[src/rtl/core/wcts_pkg.sv]
package wcts_pkg;

  // screen and texture geometry
  localparam int SCREEN_HEIGHT = 512;
  localparam int SCREEN_WIDTH  = 1024;
  localparam int TEXTURE_SIZE  = 64;
  localparam int FRACTION_BITS = 16;

  // field widths
  localparam int COL_W   = 10;
  localparam int LH_W    = 16;
  localparam int PERP_W  = 24;
  localparam int DIR_W   = 18;
  localparam int PLAY_W  = 24;
  localparam int PROW_W  = 9;
  localparam int TSEL_W  = 2;
  localparam int TEX_W   = $clog2(TEXTURE_SIZE);
  localparam int ROW_W   = $clog2(SCREEN_HEIGHT);
  localparam int STEP_W  = 24;

  // derived widths
  localparam int HIT_W   = 2 * FRACTION_BITS;
  localparam int POS_W   = TEX_W + FRACTION_BITS;
  localparam int DIV_W   = TEX_W + FRACTION_BITS + 1;
  localparam int CNT_W   = $clog2(DIV_W);

  typedef struct packed {
    logic start;
    logic hit;
    logic div_step;
    logic finish;
    logic pixel;
  } cmd_t;

  typedef struct packed {
    logic lh_zero;
    logic span_active;
  } sts_t;

endpackage

[src/rtl/core/wcts_ctrl.sv]
module wcts_ctrl (
  input  logic          clk_i,
  input  logic          rst_ni,
  input  logic          in_valid_i,
  input  logic          in_mode_i,
  output logic          in_ready_o,
  output logic          out_valid_o,
  input  logic          out_ready_i,
  input  wcts_pkg::sts_t sts_i,
  output wcts_pkg::cmd_t cmd_o
);
  import wcts_pkg::*;

  typedef enum logic [1:0] {
    ST_IDLE,
    ST_HIT,
    ST_DIV,
    ST_POS
  } state_e;

  state_e           state_q, state_d;
  logic [CNT_W-1:0] cnt_q, cnt_d;
  logic             out_valid_q, out_valid_d;
  logic             accept;

  always_comb begin
    in_ready_o = (state_q == ST_IDLE) && (!out_valid_q || out_ready_i);
    accept     = in_valid_i && in_ready_o;

    cmd_o          = '0;
    cmd_o.start    = accept && !in_mode_i;
    cmd_o.pixel    = accept && in_mode_i && sts_i.span_active;
    cmd_o.hit      = (state_q == ST_HIT);
    cmd_o.div_step = (state_q == ST_DIV);
    cmd_o.finish   = (state_q == ST_POS);

    state_d = state_q;
    cnt_d   = cnt_q;
    case (state_q)
      ST_IDLE: begin
        if (cmd_o.start) begin
          state_d = ST_HIT;
        end
      end
      ST_HIT: begin
        cnt_d = '0;
        // no division for a zero line height
        if (sts_i.lh_zero) begin
          state_d = ST_POS;
        end else begin
          state_d = ST_DIV;
        end
      end
      ST_DIV: begin
        cnt_d = cnt_q + CNT_W'(1);
        if (cnt_q == CNT_W'(DIV_W - 1)) begin
          state_d = ST_POS;
        end
      end
      ST_POS: begin
        state_d = ST_IDLE;
      end
      default: begin
        state_d = ST_IDLE;
      end
    endcase

    if (cmd_o.pixel) begin
      out_valid_d = 1'b1;
    end else if (out_ready_i) begin
      out_valid_d = 1'b0;
    end else begin
      out_valid_d = out_valid_q;
    end
  end

  always_ff @(posedge clk_i or negedge rst_ni) begin
    if (!rst_ni) begin
      state_q     <= ST_IDLE;
      cnt_q       <= '0;
      out_valid_q <= 1'b0;
    end else begin
      state_q     <= state_d;
      cnt_q       <= cnt_d;
      out_valid_q <= out_valid_d;
    end
  end

  assign out_valid_o = out_valid_q;

endmodule

[src/rtl/core/wcts_datapath.sv]
module wcts_datapath (
  input  logic                                clk_i,
  input  logic                                rst_ni,
  input  wcts_pkg::cmd_t                      cmd_i,
  output wcts_pkg::sts_t                      sts_o,
  input  logic [wcts_pkg::COL_W-1:0]          column_x_i,
  input  logic [wcts_pkg::LH_W-1:0]           line_height_i,
  input  logic                                hit_side_i,
  input  logic [wcts_pkg::PERP_W-1:0]         perp_distance_i,
  input  logic signed [wcts_pkg::DIR_W-1:0]   dir_x_i,
  input  logic signed [wcts_pkg::DIR_W-1:0]   dir_y_i,
  input  logic [wcts_pkg::PLAY_W-1:0]         player_x_i,
  input  logic [wcts_pkg::PLAY_W-1:0]         player_y_i,
  input  logic                                x_step_positive_i,
  input  logic                                y_step_positive_i,
  output logic [wcts_pkg::COL_W-1:0]          pixel_column_o,
  output logic [wcts_pkg::PROW_W-1:0]         pixel_row_o,
  output logic [wcts_pkg::TSEL_W-1:0]         texture_select_o,
  output logic [wcts_pkg::TEX_W-1:0]          texel_u_o,
  output logic [wcts_pkg::TEX_W-1:0]          texel_v_o,
  output logic                                last_o
);
  import wcts_pkg::*;

  localparam int HALF_H = SCREEN_HEIGHT / 2;
  localparam int QX_W   = (DIV_W > STEP_W) ? DIV_W : STEP_W;
  localparam int MUL_W  = PERP_W + 1 + DIR_W;

  // span registers
  logic                     active_q;
  logic [COL_W-1:0]         col_q;
  logic [ROW_W-1:0]         row_q;
  logic [ROW_W-1:0]         end_q;
  logic [TEX_W-1:0]         u_q;
  logic [TSEL_W-1:0]        tsel_q;
  logic [POS_W-1:0]         pos_q;
  logic [STEP_W-1:0]        step_q;

  // setup registers
  logic [LH_W-1:0]          lh_q;
  logic [LH_W-1:0]          offset_q;
  logic [HIT_W-1:0]         prod_q;
  logic [FRACTION_BITS-1:0] pfrac_q;
  logic                     flip_q;
  logic [LH_W-1:0]          rem_q;
  logic [DIV_W-1:0]         quot_q;
  logic [DIV_W-1:0]         dvd_q;

  // result registers
  logic [COL_W-1:0]         o_col_q;
  logic [ROW_W-1:0]         o_row_q;
  logic [TSEL_W-1:0]        o_tsel_q;
  logic [TEX_W-1:0]         o_u_q;
  logic [TEX_W-1:0]         o_v_q;
  logic                     o_last_q;

  logic [LH_W-1:0]          half;
  logic                     big;
  logic [LH_W-1:0]          end_sum;
  logic [ROW_W-1:0]         start_row;
  logic [ROW_W-1:0]         end_row;
  logic [LH_W-1:0]          offset;
  logic                     span_ok;
  logic signed [PERP_W:0]   perp_s;
  logic signed [DIR_W-1:0]  dir_sel;
  logic signed [MUL_W-1:0]  prod_full;
  logic [HIT_W-1:0]         hit;
  logic [TEX_W-1:0]         u_raw;
  logic [LH_W:0]            rem_sh;
  logic                     ge;
  logic [LH_W:0]            rem_sub;
  logic [QX_W-1:0]          q_ext;
  logic [STEP_W-1:0]        step_sat;
  logic [ROW_W:0]           row_next;
  logic                     is_last;

  always_comb begin
    half      = {1'b0, line_height_i[LH_W-1:1]};
    big       = half >= LH_W'(HALF_H);
    start_row = big ? '0 : ROW_W'(LH_W'(HALF_H) - half);
    end_sum   = half + LH_W'(HALF_H);
    end_row   = (end_sum >= LH_W'(SCREEN_HEIGHT)) ? ROW_W'(SCREEN_HEIGHT - 1)
                                                   : ROW_W'(end_sum);
    // rows skipped above the screen top
    offset    = big ? (half - LH_W'(HALF_H)) : '0;
    span_ok   = (line_height_i != '0) && (start_row < end_row) &&
                (32'(column_x_i) < 32'(SCREEN_WIDTH));

    perp_s    = $signed({1'b0, perp_distance_i});
    dir_sel   = hit_side_i ? dir_x_i : dir_y_i;
    prod_full = perp_s * dir_sel;

    // only the fraction of the hit point matters
    hit       = {pfrac_q, {FRACTION_BITS{1'b0}}} + prod_q;
    u_raw     = hit[HIT_W-1 -: TEX_W];

    rem_sh    = {rem_q, dvd_q[DIV_W-1]};
    ge        = rem_sh >= {1'b0, lh_q};
    rem_sub   = rem_sh - {1'b0, lh_q};

    q_ext     = QX_W'(quot_q);
    step_sat  = (q_ext > QX_W'((64'd1 << STEP_W) - 64'd1)) ? '1 : STEP_W'(q_ext);

    row_next  = {1'b0, row_q} + (ROW_W+1)'(1);
    is_last   = row_next >= {1'b0, end_q};
  end

  always_ff @(posedge clk_i or negedge rst_ni) begin
    if (!rst_ni) begin
      active_q <= 1'b0;
    end else if (cmd_i.start) begin
      active_q <= span_ok;
    end else if (cmd_i.pixel && is_last) begin
      active_q <= 1'b0;
    end
  end

  always_ff @(posedge clk_i) begin
    if (cmd_i.start) begin
      col_q    <= column_x_i;
      row_q    <= start_row;
      end_q    <= end_row;
      tsel_q   <= hit_side_i ? {1'b1, ~y_step_positive_i} : {1'b0, ~x_step_positive_i};
      lh_q     <= line_height_i;
      offset_q <= offset;
      prod_q   <= prod_full[HIT_W-1:0];
      pfrac_q  <= hit_side_i ? player_x_i[FRACTION_BITS-1:0]
                             : player_y_i[FRACTION_BITS-1:0];
      flip_q   <= hit_side_i ? dir_y_i[DIR_W-1]
                             : (!dir_x_i[DIR_W-1] && (dir_x_i != '0));
      rem_q    <= '0;
      quot_q   <= '0;
      dvd_q    <= {1'b1, {(DIV_W-1){1'b0}}};
    end
    if (cmd_i.hit) begin
      u_q <= flip_q ? ~u_raw : u_raw;
    end
    if (cmd_i.div_step) begin
      rem_q  <= ge ? LH_W'(rem_sub) : LH_W'(rem_sh);
      quot_q <= {quot_q[DIV_W-2:0], ge};
      dvd_q  <= dvd_q << 1;
    end
    if (cmd_i.finish) begin
      step_q <= step_sat;
      pos_q  <= POS_W'(offset_q * step_sat);
    end
    if (cmd_i.pixel) begin
      o_col_q  <= col_q;
      o_row_q  <= row_q;
      o_tsel_q <= tsel_q;
      o_u_q    <= u_q;
      o_v_q    <= pos_q[FRACTION_BITS +: TEX_W];
      o_last_q <= is_last;
      pos_q    <= pos_q + POS_W'(step_q);
      row_q    <= ROW_W'(row_next);
    end
  end

  assign sts_o.lh_zero     = (lh_q == '0);
  assign sts_o.span_active = active_q;

  assign pixel_column_o   = o_col_q;
  assign pixel_row_o      = PROW_W'(o_row_q);
  assign texture_select_o = o_tsel_q;
  assign texel_u_o        = o_u_q;
  assign texel_v_o        = o_v_q;
  assign last_o           = o_last_q;

endmodule

[src/rtl/core/wall_column_texture_span.sv]
// channel   direction  tuser  tlast  tdata
// s_axis    in         mode   -      column_x .. y_step_positive, 144 bits
// m_axis    out        -      last   pixel_column .. texel_v, 40 bits
//
// next-pixel items follow at one per cycle while the output drains
// and each result is valid the cycle after acceptance
// a begin-column item holds off input after acceptance: hit fraction, 23 restoring
// divider steps for the texture step, start-position multiply (no divide at height 0)
// reset clears the controller and the span-active flag; a stalled output keeps its item
// and input waits until the output register is free
module wall_column_texture_span (
  input  logic         clk_i,
  input  logic         rst_ni,
  input  logic         s_axis_tvalid_i,
  output logic         s_axis_tready_o,
  // column_x, line_height, hit_side, perp_distance, dir_x, dir_y,
  // player_x, player_y, x_step_positive, y_step_positive, zero fill
  input  logic [143:0] s_axis_tdata_i,
  // mode
  input  logic         s_axis_tuser_i,
  output logic         m_axis_tvalid_o,
  input  logic         m_axis_tready_i,
  // pixel_column, pixel_row, texture_select, texel_u, texel_v, zero fill
  output logic [39:0]  m_axis_tdata_o,
  // last
  output logic         m_axis_tlast_o
);
  import wcts_pkg::*;

  cmd_t                    cmd;
  sts_t                    sts;
  logic [COL_W-1:0]        pix_col;
  logic [PROW_W-1:0]       pix_row;
  logic [TSEL_W-1:0]       tsel;
  logic [TEX_W-1:0]        tex_u;
  logic [TEX_W-1:0]        tex_v;

  wcts_ctrl u_ctrl (
    .clk_i       (clk_i),
    .rst_ni      (rst_ni),
    .in_valid_i  (s_axis_tvalid_i),
    .in_mode_i   (s_axis_tuser_i),
    .in_ready_o  (s_axis_tready_o),
    .out_valid_o (m_axis_tvalid_o),
    .out_ready_i (m_axis_tready_i),
    .sts_i       (sts),
    .cmd_o       (cmd)
  );

  wcts_datapath u_datapath (
    .clk_i             (clk_i),
    .rst_ni            (rst_ni),
    .cmd_i             (cmd),
    .sts_o             (sts),
    .column_x_i        (s_axis_tdata_i[9:0]),
    .line_height_i     (s_axis_tdata_i[25:10]),
    .hit_side_i        (s_axis_tdata_i[26]),
    .perp_distance_i   (s_axis_tdata_i[50:27]),
    .dir_x_i           ($signed(s_axis_tdata_i[68:51])),
    .dir_y_i           ($signed(s_axis_tdata_i[86:69])),
    .player_x_i        (s_axis_tdata_i[110:87]),
    .player_y_i        (s_axis_tdata_i[134:111]),
    .x_step_positive_i (s_axis_tdata_i[135]),
    .y_step_positive_i (s_axis_tdata_i[136]),
    .pixel_column_o    (pix_col),
    .pixel_row_o       (pix_row),
    .texture_select_o  (tsel),
    .texel_u_o         (tex_u),
    .texel_v_o         (tex_v),
    .last_o            (m_axis_tlast_o)
  );

  assign m_axis_tdata_o = {7'b0, tex_v, tex_u, tsel, pix_row, pix_col};

  logic s_acc;
  assign s_acc = s_axis_tvalid_i && s_axis_tready_o;

  // column setup blocks input right after a begin item
  a_begin_blocks: assert property (@(posedge clk_i) disable iff (!rst_ni)
    (s_acc && !s_axis_tuser_i) |=> !s_axis_tready_o)
    else $error("input accepted during column setup");

  // a new result only follows a pixel item
  a_result_source: assert property (@(posedge clk_i) disable iff (!rst_ni)
    (!m_axis_tvalid_o ##1 m_axis_tvalid_o) |-> $past(s_acc && s_axis_tuser_i))
    else $error("result without a pixel item");

  // the span closes exactly on the last row
  a_span_close: assert property (@(posedge clk_i) disable iff (!rst_ni)
    cmd.pixel |=> (m_axis_tlast_o == !sts.span_active))
    else $error("span flag disagrees with last row");

endmodule
[config.mk]
export PLATFORM = sky130hd
export DESIGN_NAME = wall_column_texture_span
export DESIGN_NICKNAME = d
export VERILOG_FILES = /design/src/rtl/core/wcts_pkg.sv /design/src/rtl/core/wcts_ctrl.sv /design/src/rtl/core/wcts_datapath.sv /design/src/rtl/core/wall_column_texture_span.sv
export SDC_FILE = /design/constraint.sdc
export NUM_CORES = 2
export LEC_CHECK = 0
export ABC_AREA = 1
export BUFFER_PORTS_ARGS = -buffer_cell sky130_fd_sc_hd__buf_4
export CORE_ASPECT_RATIO = 1.75
export CORE_MARGIN = 2
export CORE_UTILIZATION = 50
export CTS_CLUSTER_DIAMETER = 50
export CTS_CLUSTER_SIZE = 10
export DETAILED_ROUTE_END_ITERATION = 7
export HOLD_SLACK_MARGIN = 0.15
export PLACE_DENSITY = 0.79
export SYNTH_ARGS = -nofsm -noshare
export SYNTH_HDL_FRONTEND = slang
export SYNTH_SLANG_ARGS = --single-unit
[constraint.sdc]
create_clock -name clk_i -period 6.6 [get_ports clk_i]
set_input_delay 1.32 -clock clk_i [delete_from_list [all_inputs] [get_ports clk_i]]
set_output_delay 1.32 -clock clk_i [all_outputs]
set_load 0.05 [all_outputs]
; ---- Word-level counts from Yosys, hierarchy flattened
; Index checks and enable logic that the tools add are counted.
[classes]
add_sub_neg = 8
mul = 2
magnitude_cmp = 5
eq_ne = 6
muxes = 26
bitwise_logic = 3
reduce_logical = 23
[op_table]
columns = op, count
row1 = $mux W23, 3
row2 = $mux W16, 4
row3 = $mux W22, 2
row4 = $mux W9, 4
row5 = $add A32 B32 Y32, 1
row6 = $mul A25 B18 Y32, 1
row7 = $mul A16 B23 Y22, 1
row8 = $add A22 B22 Y22, 1
row9 = $mux W18, 1
row10 = $reduce_bool A18 Y1, 1
row11 = $ge A17 B16 Y1, 1
row12 = $add A15 B9 Y16 const B, 1
row13 = $ge A16 B10 Y1 const B, 1
row14 = $logic_not A16 Y1, 1
row15 = $reduce_bool A16 Y1, 1
row16 = $sub A15 B9 Y16 const B, 1
row17 = $sub A16 B16 Y16, 1
row18 = $ge A15 B9 Y1 const B, 1
row19 = $reduce_bool A2 Y1, 6
row20 = $add A9 B1 Y10 const B, 1
row21 = $ge A10 B9 Y1, 1
row22 = $pmux W5 S2, 1
row23 = $lt A9 B9 Y1, 1
row24 = $sub A9 B9 Y9 const A, 1
row25 = other kinds (17), 35
[word_totals]
reg_bits = 244
out_inout_bits = 43
wordCells = 98

; ---- Depth between registers and ports, before layout
[logic_depth]
depth_word = 9
mapped_depth = 31
mapped_depth_nobuf = 28

; ---- By module
; Synthesis repeated with hierarchy kept, for this count alone.
[hier_totals]
cells_unflattened = 3828
area_unflattened_um2 = 31350.1
[modules_own_cells]
columns = module, instances, cells_per_inst, area_each_um2, seq_area_each_um2
row1 = wcts_datapath, 1, 3757, 30777.0, 6571.3
row2 = wcts_ctrl, 1, 63, 516.7, 200.2
row3 = wall_column_texture_span, 1, 8, 56.3, 0.0

; ---- Least setup slack after synthesis
; No wires, ideal clock.
[synth_timing]
path_type = in2reg
startpoint = input m_axis_tready_i
endpoint = register u_datapath.dvd_q[22], enable pin
setup_ns = 0.397
arrival_time_ns = 7.453
required_ns = 6.203
setup_slack_ns = -1.250
cell_stages = 6
path_buffers = 0
cell_sequence = inv_1 -> a21oi_1 -> nand2_1 -> nor2_1 -> inv_1 -> nand2_1
[synth_rtl]
columns = element, line_no
row1 = from (decl), wall_column_texture_span.sv:22  ; input logic m_axis_tready_i,
row2 = to (signal assigned), wcts_datapath.sv:133  ; dvd_q <= {1'b1, {(DIV_W-1){1'b0}}};
row3 = to (signal assigned), wcts_datapath.sv:141  ; dvd_q <= dvd_q << 1;
row4 = to (decl), wcts_datapath.sv:47  ; logic [DIV_W-1:0] dvd_q;

; ---- Final worst setup path
[layout_timing]
startpoint = input s_axis_tdata_i[26]
endpoint = register u_datapath.prod_q[31], data pin
[layout_via]
elab_chain_cells = 2
[layout_lines]
columns = element, line_no
row1 = from (decl), wall_column_texture_span.sv:18  ; input logic [143:0] s_axis_tdata_i,
row2 = $mux W18, wcts_datapath.sv:90  ; dir_sel = hit_side_i ? dir_x_i : dir_y_i;
row3 = $mul A25 B18 Y32, wcts_datapath.sv:91  ; prod_full = perp_s * dir_sel;
row4 = via u_datapath.prod_full[31], wcts_datapath.sv:66  ; logic signed [MUL_W-1:0] prod_full;
row5 = to (signal assigned), wcts_datapath.sv:126  ; prod_q <= prod_full[HIT_W-1:0];
row6 = to (decl), wcts_datapath.sv:42  ; logic [HIT_W-1:0] prod_q;
; The timed path passes the listed nets, and every way through them passes these cells.
; A chain may end at the register's enable or synchronous reset.

==> metrics.md <==
| Metric | Value |
|---|---|
| Max-Cap Viols | 0 |
| Multi-input logic area | 21,000 µm² |
| Num CTS Buffers | 30 |
| Final Wtd Congestion | between 1 and 1.5 |
| Total negative slack | 0 ns |
| Final Util | between 50% and 60% |
| CTS Hold Bufs | 0 |
| Crit path DAT | just under 7 ns |
| Die W | ~190 µm |
| Effective utilization at floorplan | just over 50% |
| DRC Markers | 1 |
| Run status | complete, but fails checks |
| Largest net degree at the start of global routing | 76 |
| Fin crit period | ~6.6 ns |
| #FFs+latches synth | between 200 and 250 |
| Synth Cell Area | around 31,000 µm² |
| Worst slew pin tran | between 1 and 1.5 ns |
| Hold Fails Final Rpt | 0 |
| Tcrit/Tclk final | roughly 100% |
| Slew Limit Headroom | roughly 28% |
| Setup violators final | 0 |
| GR Util All Layers | a little under a third |
| Top FF cell, synth | edfxtp_1 |
| Min setup slack post-route | 0.0232 ns |
| Crit-path max FO | 9 |
| Sequential Area | about 6800 µm² |
| Violated checks | DRC |
| Crit Path Category | in -> reg |
| Critical path startpoint | s_axis_tdata_i[26] |
| Synth area leaders | fa_1 (30%), edfxtp_1 (21%), inv_1 (11%), nand2_1 (11%), ha_1 (9.1%) |
| Hold path start | u_datapath.col_q[0] |
| Via/cell ratio | roughly 5.3 |
| Post-Syn Instances | between 3k and 4k |
| Fillers | ~5.3k |
| Via count | 26.6k |
| Drt initial violations | between 1k and 1.5k |
| Pre-CTS WS | -0.805 ns |
| # H-tree levels | 1 |
| CTS tree | done |
| Clock sinks | around 230 |
| Worst r2r src | u_datapath.quot_q[5] |
| Worst-Skew Late Latency | just over 0.6 ns |
| CP Launch Type | input pin |
| EDFF count, synth | roughly 220 |
| PortBufs | between 150 and 200 |
| Die Span Y | 335 µm |
| CP peak stage delay | 0.66 ns |
| Number of diodes | 0 |
| Dpl hpwl | 79.4 mm |
| Unique masters post-synth | between 50 and 60 |
| Count leader, synth | inv_1 |
| Syn_area_per_cell | 8.27 µm² |
| CP bufs+invs | 11 |
| Clk pin slew, worst setup/hold paths | ~0.050 ns |
| WL/cell | 19.2 µm |
| Longest Clk Path Bufs | 3 |
| Fin. max-slew vios | 0 |
| CP dominant cell by count | inv_1 |
| Synth area leader | fa_1 |
| Area grow syn2layout | 19.0% |
| CP required | ~7.0 ns |
| Rows | between 100 and 150 |
| First-pass GRT wire length | roughly 150 mm |
| Register area share after synthesis | between 20% and 30% |
| Initial antenna violation count | 0 |
| Total gr overflow | 0 |
| FFs w/ async S/R, synth | between 3 and 4% |
| CP delay by family, top | adder cells |
| RSZ-0062 raised after global routing | yes |
| Core ar. | a little over 60,000 µm² |
| Root Buffer Master | clkbuf_16 |
| Synth warn | 0 |
| DIE AREA | approximately 65,000 µm² |
| Total Nets Final | ~5.0k |
| HP Class | reg -> reg |
| Worst-path cell with the longest stage delay | fa_2 |
| Fmax | roughly 150 MHz |
| Top Ports | 192 |
| Vias in the first global route | 29.1k |
| Post-synth top cells | inv_1 (938), nand2_1 (896), fa_1 (475), nor2_1 (299), ha_1 (227) |
| Post-synth top area share | a little under a third |
| Post-route ant nets | 0 |
| Critical Path Sink Type | flop |
| Detailed Route WL | around 96 mm |
| R2R setup slack | 0.15 ns |
| TritonRoute pass-1 iters | 8 |
| Layout cell share with drive strength beyond 1 | between 10% and 20% |
| Final Skew | about 0.045 ns |
state kept, by name (all words and copies together) (netlist names), 5 cells and up:
| register | count |
|---|---|
| u_datapath.end_q | 9 |
| u_datapath.u_q | 6 |
| u_datapath.pos_q | 22 |
| u_datapath.rem_q | 16 |
| u_datapath.row_q | 9 |
| u_datapath.pfrac_q | 16 |
| u_datapath.pixel_column_o | 10 |
| u_datapath.texel_v_o | 6 |
| u_datapath.quot_q | 22 |
| u_datapath.col_q | 10 |
| u_datapath.prod_q | 16 |
| u_datapath.lh_q | 16 |
| u_datapath.texel_u_o | 6 |
| u_ctrl.cnt_q | 5 |
| u_datapath.offset_q | 16 |
| u_datapath.pixel_row_o | 9 |
| u_datapath.step_q | 22 |
path summary, 6_finish.rpt:
path / depth (start not counted) / to
setup / recovery: 28 / u_datapath.prod_q[31]
hold reg to reg: 0 / u_datapath.pixel_column_o[0]
hold / removal: 0 / u_datapath.pixel_column_o[0]
min in group asynchronous: 1 / u_ctrl.cnt_q[3]
setup reg to reg: 22 / u_datapath.pos_q[21]
max in group asynchronous: 1 / u_ctrl.state_q[0]
routing by layer:
layer | part of all wire [%] | wire, µm | GRT usage [%] | vias up
met5 | 0 | 0 | 0 | -
met4 | 12 | 11100 | 28.2 | 0
met3 | 6.1 | 5800 | 4.07 | 580
met2 | 53 | 50900 | 57.0 | 1191
met1 | 29 | 28000 | 27.2 | 12800
li1 | - | - | - | 12100
placed cells by master, fill, tap and decap left out, drive strengths merged, types with 8 or more instances in the layout:
| master | Yosys | routed |
|---|---|---|
| a21oi | 143 | 143 |
| nand3 | 80 | 80 |
| buf | 25 | 467 |
| nor4 | 10 | 10 |
| nand2 | 905 | 905 |
| xnor2 | 29 | 29 |
| clkbuf | 97 | 43 |
| fa | 475 | 475 |
| o21bai | 8 | 8 |
| clkinv | 10 | 13 |
| nor3 | 21 | 21 |
| edfxtp | 218 | 218 |
| nand4 | 22 | 22 |
| xor2 | 48 | 48 |
| inv | 942 | 941 |
| a21o | 9 | 9 |
| nand3b | 9 | 9 |
| ha | 227 | 227 |
| o21ai | 123 | 123 |
| dfrtp | 9 | 9 |
| or2 | 23 | 23 |
| nor2 | 302 | 302 |
cells by family after synthesis:
| kind of cell | after synthesis | synth area share, % |
|---|---|---|
| XOR/XNOR | 77 | 2.16 |
| AND/OR/NAND/NOR | 1377 | 17.7 |
| buffers and inverters | 1074 | 13.1 |
| flip-flops | 227 | 21.7 |
| multiplexers | 2 | 0.0680 |
| AO/OA/AOI/OAI | 319 | 5.76 |
| adder cells (fa/ha/maj) | 702 | 39.5 |
| other | 1 | 0.0120 |
layout make-up:
class / count / share of cell area (%)
clock buffers: 43 / 2.20
clock inverters: 7 / 0.276
inverters: 952 / 9.72
multi-input cells: 2484 / 56.4
flip-flops and latches: 227 / 18.2
well taps: 799 / 2.69
repair buffers: 467 / 10.6
stage by stage:
step | hold slack, ns | instances | instance area, µm²
6_report | 0.413 | 4979 | 37200
5_1_grt | 0.421 | 4979 | 37200
4_1_cts | 0.418 | 4954 | 36500
3_5_place_dp | 0.405 | 4891 | 35300
3_3_place_gp | 0.400 | 4891 | 35300
2_1_floorplan | 0.400 | 3785 | 31600
what timing repair did:
action                                  CTS  global route
pin swaps                                 1            81
buffers inserted                         13            25
resized for setup                        22           129
endpoints found under the setup margin   16            19
Power is left out: the tool's default activity adds up to more than one toggle a clock period on the data nets, which glitch-free logic cannot reach.
